`config.mk`:
```
export PLATFORM = sky130hd
export DESIGN_NAME = tdc_ctrl_flat
export DESIGN_NICKNAME = d
export VERILOG_FILES = /design/src/table_driven_3d_curve_generator_unit_defines.svh /design/src/tdc_pkg.sv /design/src/tdc_if.sv /design/src/tdc_ctrl.sv /design/src/flat_wrapper.sv
export SDC_FILE = /design/constraint.sdc
export NUM_CORES = 1
export LEC_CHECK = 0
export BUFFER_PORTS_ARGS = -buffer_cell sky130_fd_sc_hd__buf_2
export CORE_MARGIN = 3
export CORE_UTILIZATION = 45
export DETAILED_ROUTE_END_ITERATION = 7
export PLACE_DENSITY_LB_ADDON = 0.2
export SETUP_SLACK_MARGIN = 0.2
export SLEW_MARGIN = 30
export SYNTH_ARGS = -nofsm -noshare
export SYNTH_HDL_FRONTEND = slang
export SYNTH_SLANG_ARGS = --single-unit
```
`constraint.sdc`:
```
create_clock -name clk -period 4 [get_ports clk]
set_input_delay 0.4 -clock clk [delete_from_list [all_inputs] [get_ports clk]]
set_output_delay 0.4 -clock clk [all_outputs]
set_load 0.05 [all_outputs]
```
`src/table_driven_3d_curve_generator_unit_defines.svh`:
```
// Assertion macros for the curve generator RTL.
`ifndef TABLE_DRIVEN_3D_CURVE_GENERATOR_UNIT_DEFINES_SVH
`define TABLE_DRIVEN_3D_CURVE_GENERATOR_UNIT_DEFINES_SVH
`ifndef SYNTHESIS
`define TDC_ASSERT_IMPL(label, clk, rst_n, ante, cons, msg) \
  label: assert property (@(posedge clk) disable iff (!rst_n) (ante) |-> (cons)) \
    else $error(msg);
`define TDC_ASSERT_NEXT(label, clk, rst_n, ante, cons, msg) \
  label: assert property (@(posedge clk) disable iff (!rst_n) (ante) |=> (cons)) \
    else $error(msg);
`else
`define TDC_ASSERT_IMPL(label, clk, rst_n, ante, cons, msg)
`define TDC_ASSERT_NEXT(label, clk, rst_n, ante, cons, msg)
`endif
`endif

```
`src/tdc_pkg.sv`:
```
// Shared constants, types and helpers of the curve generator.
package tdc_pkg;
  localparam int MaxLevel = 4;
  localparam int AddrW = 3 * MaxLevel;
  localparam int Depth = 1 << AddrW;
  localparam int CoordW = 14;
  localparam int CntW = 13;

  localparam logic OP_BUILD = 1'b0;
  localparam logic OP_READ = 1'b1;

  localparam logic [1:0] ST_OK = 2'd0;
  localparam logic [1:0] ST_LEVEL = 2'd1;
  localparam logic [1:0] ST_ROT = 2'd2;
  localparam logic [1:0] ST_INDEX = 2'd3;

  localparam logic [1:0] REG_STEP = 2'd0;
  localparam logic [1:0] REG_ROT_LO = 2'd1;
  localparam logic [1:0] REG_ROT_HI = 2'd2;
  localparam logic [1:0] REG_REV = 2'd3;

  typedef logic signed [CoordW-1:0] coord_t;

  typedef struct packed {
    logic       seed;
    logic [1:0] phase;
    logic [2:0] child;
    logic [AddrW-1:0] j;
    logic [AddrW-1:0] len_mask;
    logic       last_j;
    logic       first_j;
    logic       in_bank;
  } dp_cmd_t;

  function automatic logic [8:0] rot_of(input logic [71:0] rots, input logic [2:0] c);
    logic [8:0] r;
    r = rots[9*c +: 9];
    return r;
  endfunction

  function automatic logic rot_ok(input logic [8:0] r);
    logic [2:0] seen;
    logic ok;
    seen = '0;
    ok = 1'b1;
    for (int k = 0; k < 3; k++) begin
      unique case (r[3*k +: 3])
        3'd1, 3'd7: seen[0] = 1'b1;
        3'd2, 3'd6: seen[1] = 1'b1;
        3'd3, 3'd5: seen[2] = 1'b1;
        default: ok = 1'b0;
      endcase
    end
    return ok && (seen == 3'b111);
  endfunction

  // apply one child's signed permutation to a point
  function automatic logic [3*CoordW-1:0] rotate(input logic [8:0] r,
                                                 input logic [3*CoordW-1:0] p);
    logic [3*CoordW-1:0] o;
    coord_t v;
    o = '0;
    for (int k = 0; k < 3; k++) begin
      v = r[3*k+2] ? -p[CoordW*k +: CoordW] : p[CoordW*k +: CoordW];
      unique case (r[3*k +: 3])
        3'd2, 3'd6: o[CoordW*1 +: CoordW] = v;
        3'd3, 3'd5: o[CoordW*2 +: CoordW] = v;
        default: o[CoordW*0 +: CoordW] = v;
      endcase
    end
    return o;
  endfunction
endpackage

```
`src/tdc_if.sv`:
```
// Valid/ready channel interfaces for the curve generator.
interface tdc_in_if;
  logic valid;
  logic ready;
  logic op;
  logic [2:0] level;
  logic [11:0] index;
  modport source (output valid, op, level, index, input ready);
  modport sink (input valid, op, level, index, output ready);
endinterface

interface tdc_out_if;
  logic valid;
  logic ready;
  logic [1:0] status;
  logic [12:0] point_count;
  logic [11:0] coord_x;
  logic [11:0] coord_y;
  logic [11:0] coord_z;
  logic [20:0] linear_index;
  modport source (output valid, status, point_count, coord_x, coord_y, coord_z,
                  linear_index, input ready);
  modport sink (input valid, status, point_count, coord_x, coord_y, coord_z,
                linear_index, output ready);
endinterface


```
`src/tdc_ctrl.sv`:
```
// Build/read sequencer of the curve generator.
module tdc_ctrl (
  input  logic clk,
  input  logic rst_n,
  tdc_in_if.sink in_ch,
  tdc_out_if.source out_ch,
  input  logic [71:0] rots,
  input  logic [11:0] dp_x,
  input  logic [11:0] dp_y,
  input  logic [11:0] dp_z,
  input  logic [20:0] dp_lin,
  output tdc_pkg::dp_cmd_t cmd,
  output logic [tdc_pkg::AddrW-1:0] rd_index,
  output logic [2:0] lvl,
  output logic busy
);
  import tdc_pkg::*;

  localparam logic [2:0] S_IDLE = 3'd0;
  localparam logic [2:0] S_FIRST = 3'd1;
  localparam logic [2:0] S_OFF = 3'd2;
  localparam logic [2:0] S_WALK = 3'd3;
  localparam logic [2:0] S_RD = 3'd4;
  localparam logic [2:0] S_RD2 = 3'd5;
  localparam logic [2:0] S_DRAIN = 3'd6;
  localparam logic [2:0] S_RD3 = 3'd7;

  logic [2:0] state_r, state_nxt;
  logic [2:0] goal_r, goal_nxt, lvl_r, lvl_nxt, cur_r, cur_nxt, child_r, child_nxt;
  logic [AddrW-1:0] j_r, j_nxt, mask_r, mask_nxt, idx_r, idx_nxt;
  logic bank_r, bank_nxt;
  logic [CntW-1:0] cnt_r, cnt_nxt;
  logic ov_r, ov_nxt;
  logic [1:0] st_r, st_nxt;
  logic [11:0] x_r, y_r, z_r, x_nxt, y_nxt, z_nxt;
  logic [20:0] lin_r, lin_nxt;
  logic allok;
  logic accept;

  always_comb begin
    allok = 1'b1;
    for (int c = 0; c < 8; c++) allok &= rot_ok(rot_of(rots, 3'(c)));
  end

  assign in_ch.ready = (state_r == S_IDLE) && !ov_r;
  assign accept = in_ch.valid && in_ch.ready;
  assign busy = state_r != S_IDLE;

  always_comb begin
    state_nxt = state_r; goal_nxt = goal_r; lvl_nxt = lvl_r; cur_nxt = cur_r;
    child_nxt = child_r; j_nxt = j_r; mask_nxt = mask_r; idx_nxt = idx_r;
    bank_nxt = bank_r; cnt_nxt = cnt_r; ov_nxt = ov_r; st_nxt = st_r;
    x_nxt = x_r; y_nxt = y_r; z_nxt = z_r; lin_nxt = lin_r;
    cmd = '0;
    cmd.phase = 2'd3;
    cmd.child = child_r; cmd.j = j_r; cmd.len_mask = mask_r;
    cmd.in_bank = bank_r;
    cmd.last_j = j_r == mask_r;
    cmd.first_j = j_r == '0;
    if (ov_r && out_ch.ready) ov_nxt = 1'b0;
    unique case (state_r)
      S_IDLE: begin
        if (accept) begin
          x_nxt = '0; y_nxt = '0; z_nxt = '0; lin_nxt = '0;
          if (in_ch.op == OP_READ) begin
            idx_nxt = AddrW'(in_ch.index);
            if ({1'b0, in_ch.index} >= cnt_r) begin
              st_nxt = ST_INDEX; ov_nxt = 1'b1;
            end else begin
              st_nxt = ST_OK; state_nxt = S_RD;
            end
          end else if (in_ch.level > 3'(MaxLevel)) begin
            st_nxt = ST_LEVEL; ov_nxt = 1'b1;
          end else if (in_ch.level != 3'd0 && !allok) begin
            st_nxt = ST_ROT; ov_nxt = 1'b1;
          end else begin
            st_nxt = ST_OK;
            cmd.seed = 1'b1;
            bank_nxt = 1'b1;  // seed lands in bank 0
            goal_nxt = in_ch.level; cur_nxt = '0; child_nxt = '0;
            j_nxt = '0; mask_nxt = '0;
            state_nxt = S_DRAIN;
          end
        end
      end
      S_DRAIN: begin
        // wait for the last write, then start next level or finish
        bank_nxt = ~bank_r;
        cmd.in_bank = bank_r;
        if (cur_r == goal_r) begin
          cnt_nxt = CntW'(1) << (3 * cur_r);
          lvl_nxt = goal_r;
          ov_nxt = 1'b1;
          state_nxt = S_IDLE;
        end else state_nxt = S_FIRST;
      end
      S_FIRST: begin
        cmd.phase = 2'd0; cmd.j = '0;
        state_nxt = S_OFF;
      end
      S_OFF: begin
        cmd.phase = 2'd1; cmd.j = '0;
        state_nxt = S_WALK;
      end
      S_WALK: begin
        cmd.phase = 2'd2;
        if (j_r == mask_r) begin
          j_nxt = '0;
          if (child_r == 3'd7) begin
            child_nxt = '0;
            cur_nxt = cur_r + 3'd1;
            mask_nxt = AddrW'({mask_r, 3'b111});
            state_nxt = S_DRAIN;
          end else begin
            child_nxt = child_r + 3'd1;
            state_nxt = S_FIRST;
          end
        end else j_nxt = j_r + 1'b1;
      end
      S_RD: begin
        state_nxt = S_RD2;
      end
      S_RD2: begin
        state_nxt = S_RD3;
      end
      S_RD3: begin
        x_nxt = dp_x; y_nxt = dp_y; z_nxt = dp_z; lin_nxt = dp_lin;
        ov_nxt = 1'b1; state_nxt = S_IDLE;
      end
      default: state_nxt = S_IDLE;
    endcase
  end

  always_ff @(posedge clk) begin
    if (!rst_n) begin
      state_r <= S_IDLE; cnt_r <= '0; lvl_r <= '0; ov_r <= 1'b0; bank_r <= 1'b0;
      cur_r <= '0; child_r <= '0; j_r <= '0; mask_r <= '0; goal_r <= '0;
    end else begin
      state_r <= state_nxt; cnt_r <= cnt_nxt; lvl_r <= lvl_nxt; ov_r <= ov_nxt;
      bank_r <= bank_nxt; cur_r <= cur_nxt; child_r <= child_nxt; j_r <= j_nxt;
      mask_r <= mask_nxt; goal_r <= goal_nxt;
    end
  end
  always_ff @(posedge clk) begin
    idx_r <= idx_nxt; st_r <= st_nxt; x_r <= x_nxt; y_r <= y_nxt; z_r <= z_nxt;
    lin_r <= lin_nxt;
  end

  assign rd_index = idx_r;
  assign lvl = lvl_r;
  assign out_ch.valid = ov_r;
  assign out_ch.status = st_r;
  assign out_ch.point_count = cnt_r;
  assign out_ch.coord_x = x_r;
  assign out_ch.coord_y = y_r;
  assign out_ch.coord_z = z_r;
  assign out_ch.linear_index = lin_r;
endmodule

```
`src/flat_wrapper.sv`:
```
// flat-port wrapper written by rule: the top's interface ports become plain ports
module tdc_ctrl_flat import tdc_pkg::*;
  (clk, rst_n, rots, dp_x, dp_y, dp_z, dp_lin, cmd, rd_index, lvl, busy, in_ch_valid, in_ch_op, in_ch_level, in_ch_index, in_ch_ready, out_ch_valid, out_ch_status, out_ch_point_count, out_ch_coord_x, out_ch_coord_y, out_ch_coord_z, out_ch_linear_index, out_ch_ready);
  tdc_in_if in_ch_i ();
  tdc_out_if out_ch_i ();
  input  logic clk;
  input  logic rst_n;
  input  logic [71:0] rots;
  input  logic [11:0] dp_x;
  input  logic [11:0] dp_y;
  input  logic [11:0] dp_z;
  input  logic [20:0] dp_lin;
  output tdc_pkg::dp_cmd_t cmd;
  output logic [tdc_pkg::AddrW-1:0] rd_index;
  output logic [2:0] lvl;
  output logic busy;
  input wire logic [$bits(in_ch_i.valid)-1:0] in_ch_valid;
  input wire logic [$bits(in_ch_i.op)-1:0] in_ch_op;
  input wire logic [$bits(in_ch_i.level)-1:0] in_ch_level;
  input wire logic [$bits(in_ch_i.index)-1:0] in_ch_index;
  output wire logic [$bits(in_ch_i.ready)-1:0] in_ch_ready;
  output wire logic [$bits(out_ch_i.valid)-1:0] out_ch_valid;
  output wire logic [$bits(out_ch_i.status)-1:0] out_ch_status;
  output wire logic [$bits(out_ch_i.point_count)-1:0] out_ch_point_count;
  output wire logic [$bits(out_ch_i.coord_x)-1:0] out_ch_coord_x;
  output wire logic [$bits(out_ch_i.coord_y)-1:0] out_ch_coord_y;
  output wire logic [$bits(out_ch_i.coord_z)-1:0] out_ch_coord_z;
  output wire logic [$bits(out_ch_i.linear_index)-1:0] out_ch_linear_index;
  input wire logic [$bits(out_ch_i.ready)-1:0] out_ch_ready;
  assign in_ch_i.valid = in_ch_valid;
  assign in_ch_i.op = in_ch_op;
  assign in_ch_i.level = in_ch_level;
  assign in_ch_i.index = in_ch_index;
  assign in_ch_ready = in_ch_i.ready;
  assign out_ch_valid = out_ch_i.valid;
  assign out_ch_status = out_ch_i.status;
  assign out_ch_point_count = out_ch_i.point_count;
  assign out_ch_coord_x = out_ch_i.coord_x;
  assign out_ch_coord_y = out_ch_i.coord_y;
  assign out_ch_coord_z = out_ch_i.coord_z;
  assign out_ch_linear_index = out_ch_i.linear_index;
  assign out_ch_i.ready = out_ch_ready;
  tdc_ctrl u_core (.clk(clk), .rst_n(rst_n), .in_ch(in_ch_i), .out_ch(out_ch_i), .rots(rots), .dp_x(dp_x), .dp_y(dp_y), .dp_z(dp_z), .dp_lin(dp_lin), .cmd(cmd), .rd_index(rd_index), .lvl(lvl), .busy(busy));
endmodule
```
==> impl_results.md <==
- Fin crit period: 3.06 ns
- Largest net degree at the start of global routing: 59
- H-tree depth: 3
- Share of the synthesized area in the top cell type: 35.6%
- Final Net Count: 999
- Setup bufs post-CTS: 0
- EDFF count, synth: 71
- Most common cell after layout, fill and taps aside: buf_2
- Core area: between 10,000 and 15,000 um^2
- R2R depth: 9
- ANT cells: 0
- Vias: between 5,000 and 6,000
- Total CTS buffers: 9
- Global-route wire length before repair: 26,100 um
- Peak Freq: roughly 0.33 GHz
- IO Pins: 272
- Max FO, Critical Path: 34
- Unrepaired setup endpoints after global routing: no
- Post-Syn Area: approximately 6000 um^2
- Hold buffer count at CTS: 0
- Die area: 14,700 um^2
- Share of post-route cells with drive strength above 1: 34.6%
- Dpl hpwl: 13,300 um
- Post-Synthesis Cells: 591
- Worst Hold Launch: in_ch_index[1]
- Reg2reg setup slack: 0.94 ns
- Worst-path clk slew: 0.07 ns
- Clock Path Buffers: 2
- Crit share post-route: between 70 and 80%
- PortBufs: approximately 260
- Pleak: 3.35 nW
- Worst Hold Class: in2reg
- Worst Setup Path Type: reg2reg
- Post-synth top flop: edfxtp_1
- Synth top area cells: edfxtp_1 (36%), dfxtp_1 (13%), and2_1 (6.4%)
- WL final: roughly 17,000 um
- Initial Utilization: 46.6%
- Die W: 121 um
- Distinct cells, synth: 52
- P per Cell Area: 522 nW/um^2
- Outcome: complete, no violations
- Setup crit end kind: register
- Yosys warning total: 0
- Crit. Startpoint: u_core.state_r[0]
- Layout area overhead: 27.8%
- Seq/Total Area, Yosys: between 40% and 50%
- CTS sink cnt: between 100 and 150
- Worst hold slack: ~0.25 ns
- Arr. time, crit path: 3.27 ns
- Total grt overflow: 0
- Met3 wire len: roughly 1500 um
- VDD IR-drop max: 0.247 mV
- Cell Area, Placed: 7370 um^2
- Clk_lat worst skew: 0.33 ns
- Post-route setup slack: 0.937 ns
- Most frequent cells in the layout: buf_2 (263), edfxtp_1 (71), and2_1 (61)
- Top routing layer in use: met4
- Total track usage: 22.1%
- Detailed-route DRC error count: 0
- Post-CTS resize count: 0
- Synth area leader: edfxtp_1
- CTS tree: yes
- Pre-antenna DRT Iters: 6
- Initial antenna violation count: 0
- Vias per cell: about 5.5
- R2R Path Start: u_core.state_r[0]
- CP startpoint kind: register
- Site Rows: 41
- Max-Slew Margin vs Limit: 44.2%
- Final Hold Viols: 0
- Final RePlAce weighted congestion: about 0.9
- Vias in the first global route: between 5,000 and 6,000
- Fin Setup TNS: 0 ns
- Syn_area_per_cell: about 10 um^2
- Worst Skew: 0.0106 ns
- # fillers: ~1,100
- Worst min-delay path endpoint: u_core.rd_index[1]
- CTS root buffer: clkbuf_16
- WP data required: 4.21 ns
- M1 wire length: between 6000 and 7000 um
- Slew @ Worst Pin: 0.831 ns
- Slew Viols, Final: 0
- Max-cap violations: 0
- Die H: approximately 120 um
- FF-to-FF End: u_core.cur_r[1]
- DRT antenna net count: 0
- Iteration-0 DRC Markers: 478
- Post-route cell area: 7650 um^2
- Cell depth of the worst hold path: 1
- WL/cell: 16.8 um
- Ys async rst share: 0%
- Yosys reg bits: 109
- DP Worst Slack: 0.863 ns
- Final setup vio count: 0
- Routed met2 length: 8410 um
-- power breakdown --
group          internal, W  total, W  switching, W
Sequential         0.00147   0.00156     0.0000865
Clock             0.000428  0.000824      0.000396
Combinational     0.000342   0.00161       0.00127
Total              0.00224   0.00399       0.00175
-- cells in the mapped netlist, types with 3 or more instances --
master	instances
a211oi_1	3
a21oi_1	24
a221o_1	3
a222oi_1	18
a22o_1	3
a32o_1	3
and2_1	61
and3_1	4
buf_4	17
clkbuf_1	24
dfxtp_1	38
edfxtp_1	71
ha_1	13
inv_1	43
mux2i_1	12
nand2_1	38
nand3_1	20
nand4_1	13
nand4b_1	9
nor2_1	21
nor2b_1	12
nor3_1	6
nor4_1	16
o21a_1	4
o21ai_0	10
o221ai_1	3
o22ai_1	27
or3_1	5
xnor2_1	19
xor2_1	24
-- how the worst max path moves through the flow --
| stage | endpoint | slack, ns | cells past startpoint |
|---|---|---|---|
| 2_1_floorplan | u_core.j_r[6] | 0.68 | 6 |
| 3_5_place_dp | u_core.state_r[1] | 0.86 | 10 |
| 6_report | u_core.cur_r[1] | 0.94 | 9 |
| 3_3_place_gp | u_core.state_r[2] | 0.92 | 10 |
| 4_1_cts | u_core.cur_r[1] | 0.97 | 9 |
| 5_1_grt | u_core.mask_r[10] | 0.73 | 9 |
-- through the flow --
| step | power [W] | cells | utilization [%] |
|---|---|---|---|
| final | 0.00399 | 1014 | 59.6 |
| after global routing | 0.00417 | 1014 | 59.6 |
| after CTS | 0.00402 | 1014 | 59.6 |
| after detailed placement | 0.00319 | 998 | 57.4 |
| after global placement | 0.00317 | 998 | 57.4 |
| after floorplan | 0.00277 | 598 | - |
-- critical path, stage by stage, from the launching register on --
cell and delay [ns]:
dfxtp_1 0.43, nor3_2 0.38, nand2_1 0.18, inv_1 0.20, nand3_1 0.21, nand4b_1 0.23
or4_1 0.41, buf_4 0.26, a21oi_1 0.47, o32ai_1 0.15
-- flip-flops by register name, indices dropped and copies added (netlist names) --
register,count
u_core.out_ch.point_count,5
u_core.cur_r,3
u_core.out_ch.coord_x,12
u_core.mask_r,4
u_core.out_ch.status,2
u_core.out_ch.coord_z,12
u_core.state_r,3
u_core.goal_r,3
u_core.out_ch.valid,1
u_core.out_ch.linear_index,21
u_core.child_r,3
u_core.out_ch.coord_y,12
u_core.bank_r,1
u_core.lvl,3
u_core.rd_index,12
u_core.j_r,12
-- layer usage --
metal | up-vias | GRT usage, %
li1 | 2658 | -
met5 | - | 0
met2 | 290 | 38.5
met1 | 2609 | 27.2
met4 | 0 | 8.26
met3 | 41 | 3.92
-- cells by family (layout without fill, tap and decap cells) --
family | after synthesis | after routing | synth area share (%)
AO/OA/AOI/OAI | 116 | 116 | 14.3
XOR/XNOR | 43 | 43 | 6.30
adder cells (fa/ha/maj) | 13 | 13 | 2.72
buffers and inverters | 85 | 329 | 6.40
flip-flops | 109 | 109 | 48.4
multiplexers | 12 | 12 | 2.01
other | 1 | 8 | 0.0627
AND/OR/NAND/NOR | 212 | 212 | 19.8
-- area by class of cell --
type | count | area (um^2) | area share, %
flip-flops and latches | 109 | 2890 | 37.8
well taps | 172 | 215 | 2.81
clock inverters | 6 | 45.0 | 0.589
multi-input cells | 404 | 2740 | 35.8
inverters | 44 | 165 | 2.16
repair buffers | 269 | 1360 | 17.8
clock buffers | 10 | 229 | 2.99
(Power assumes the default switching activity.)
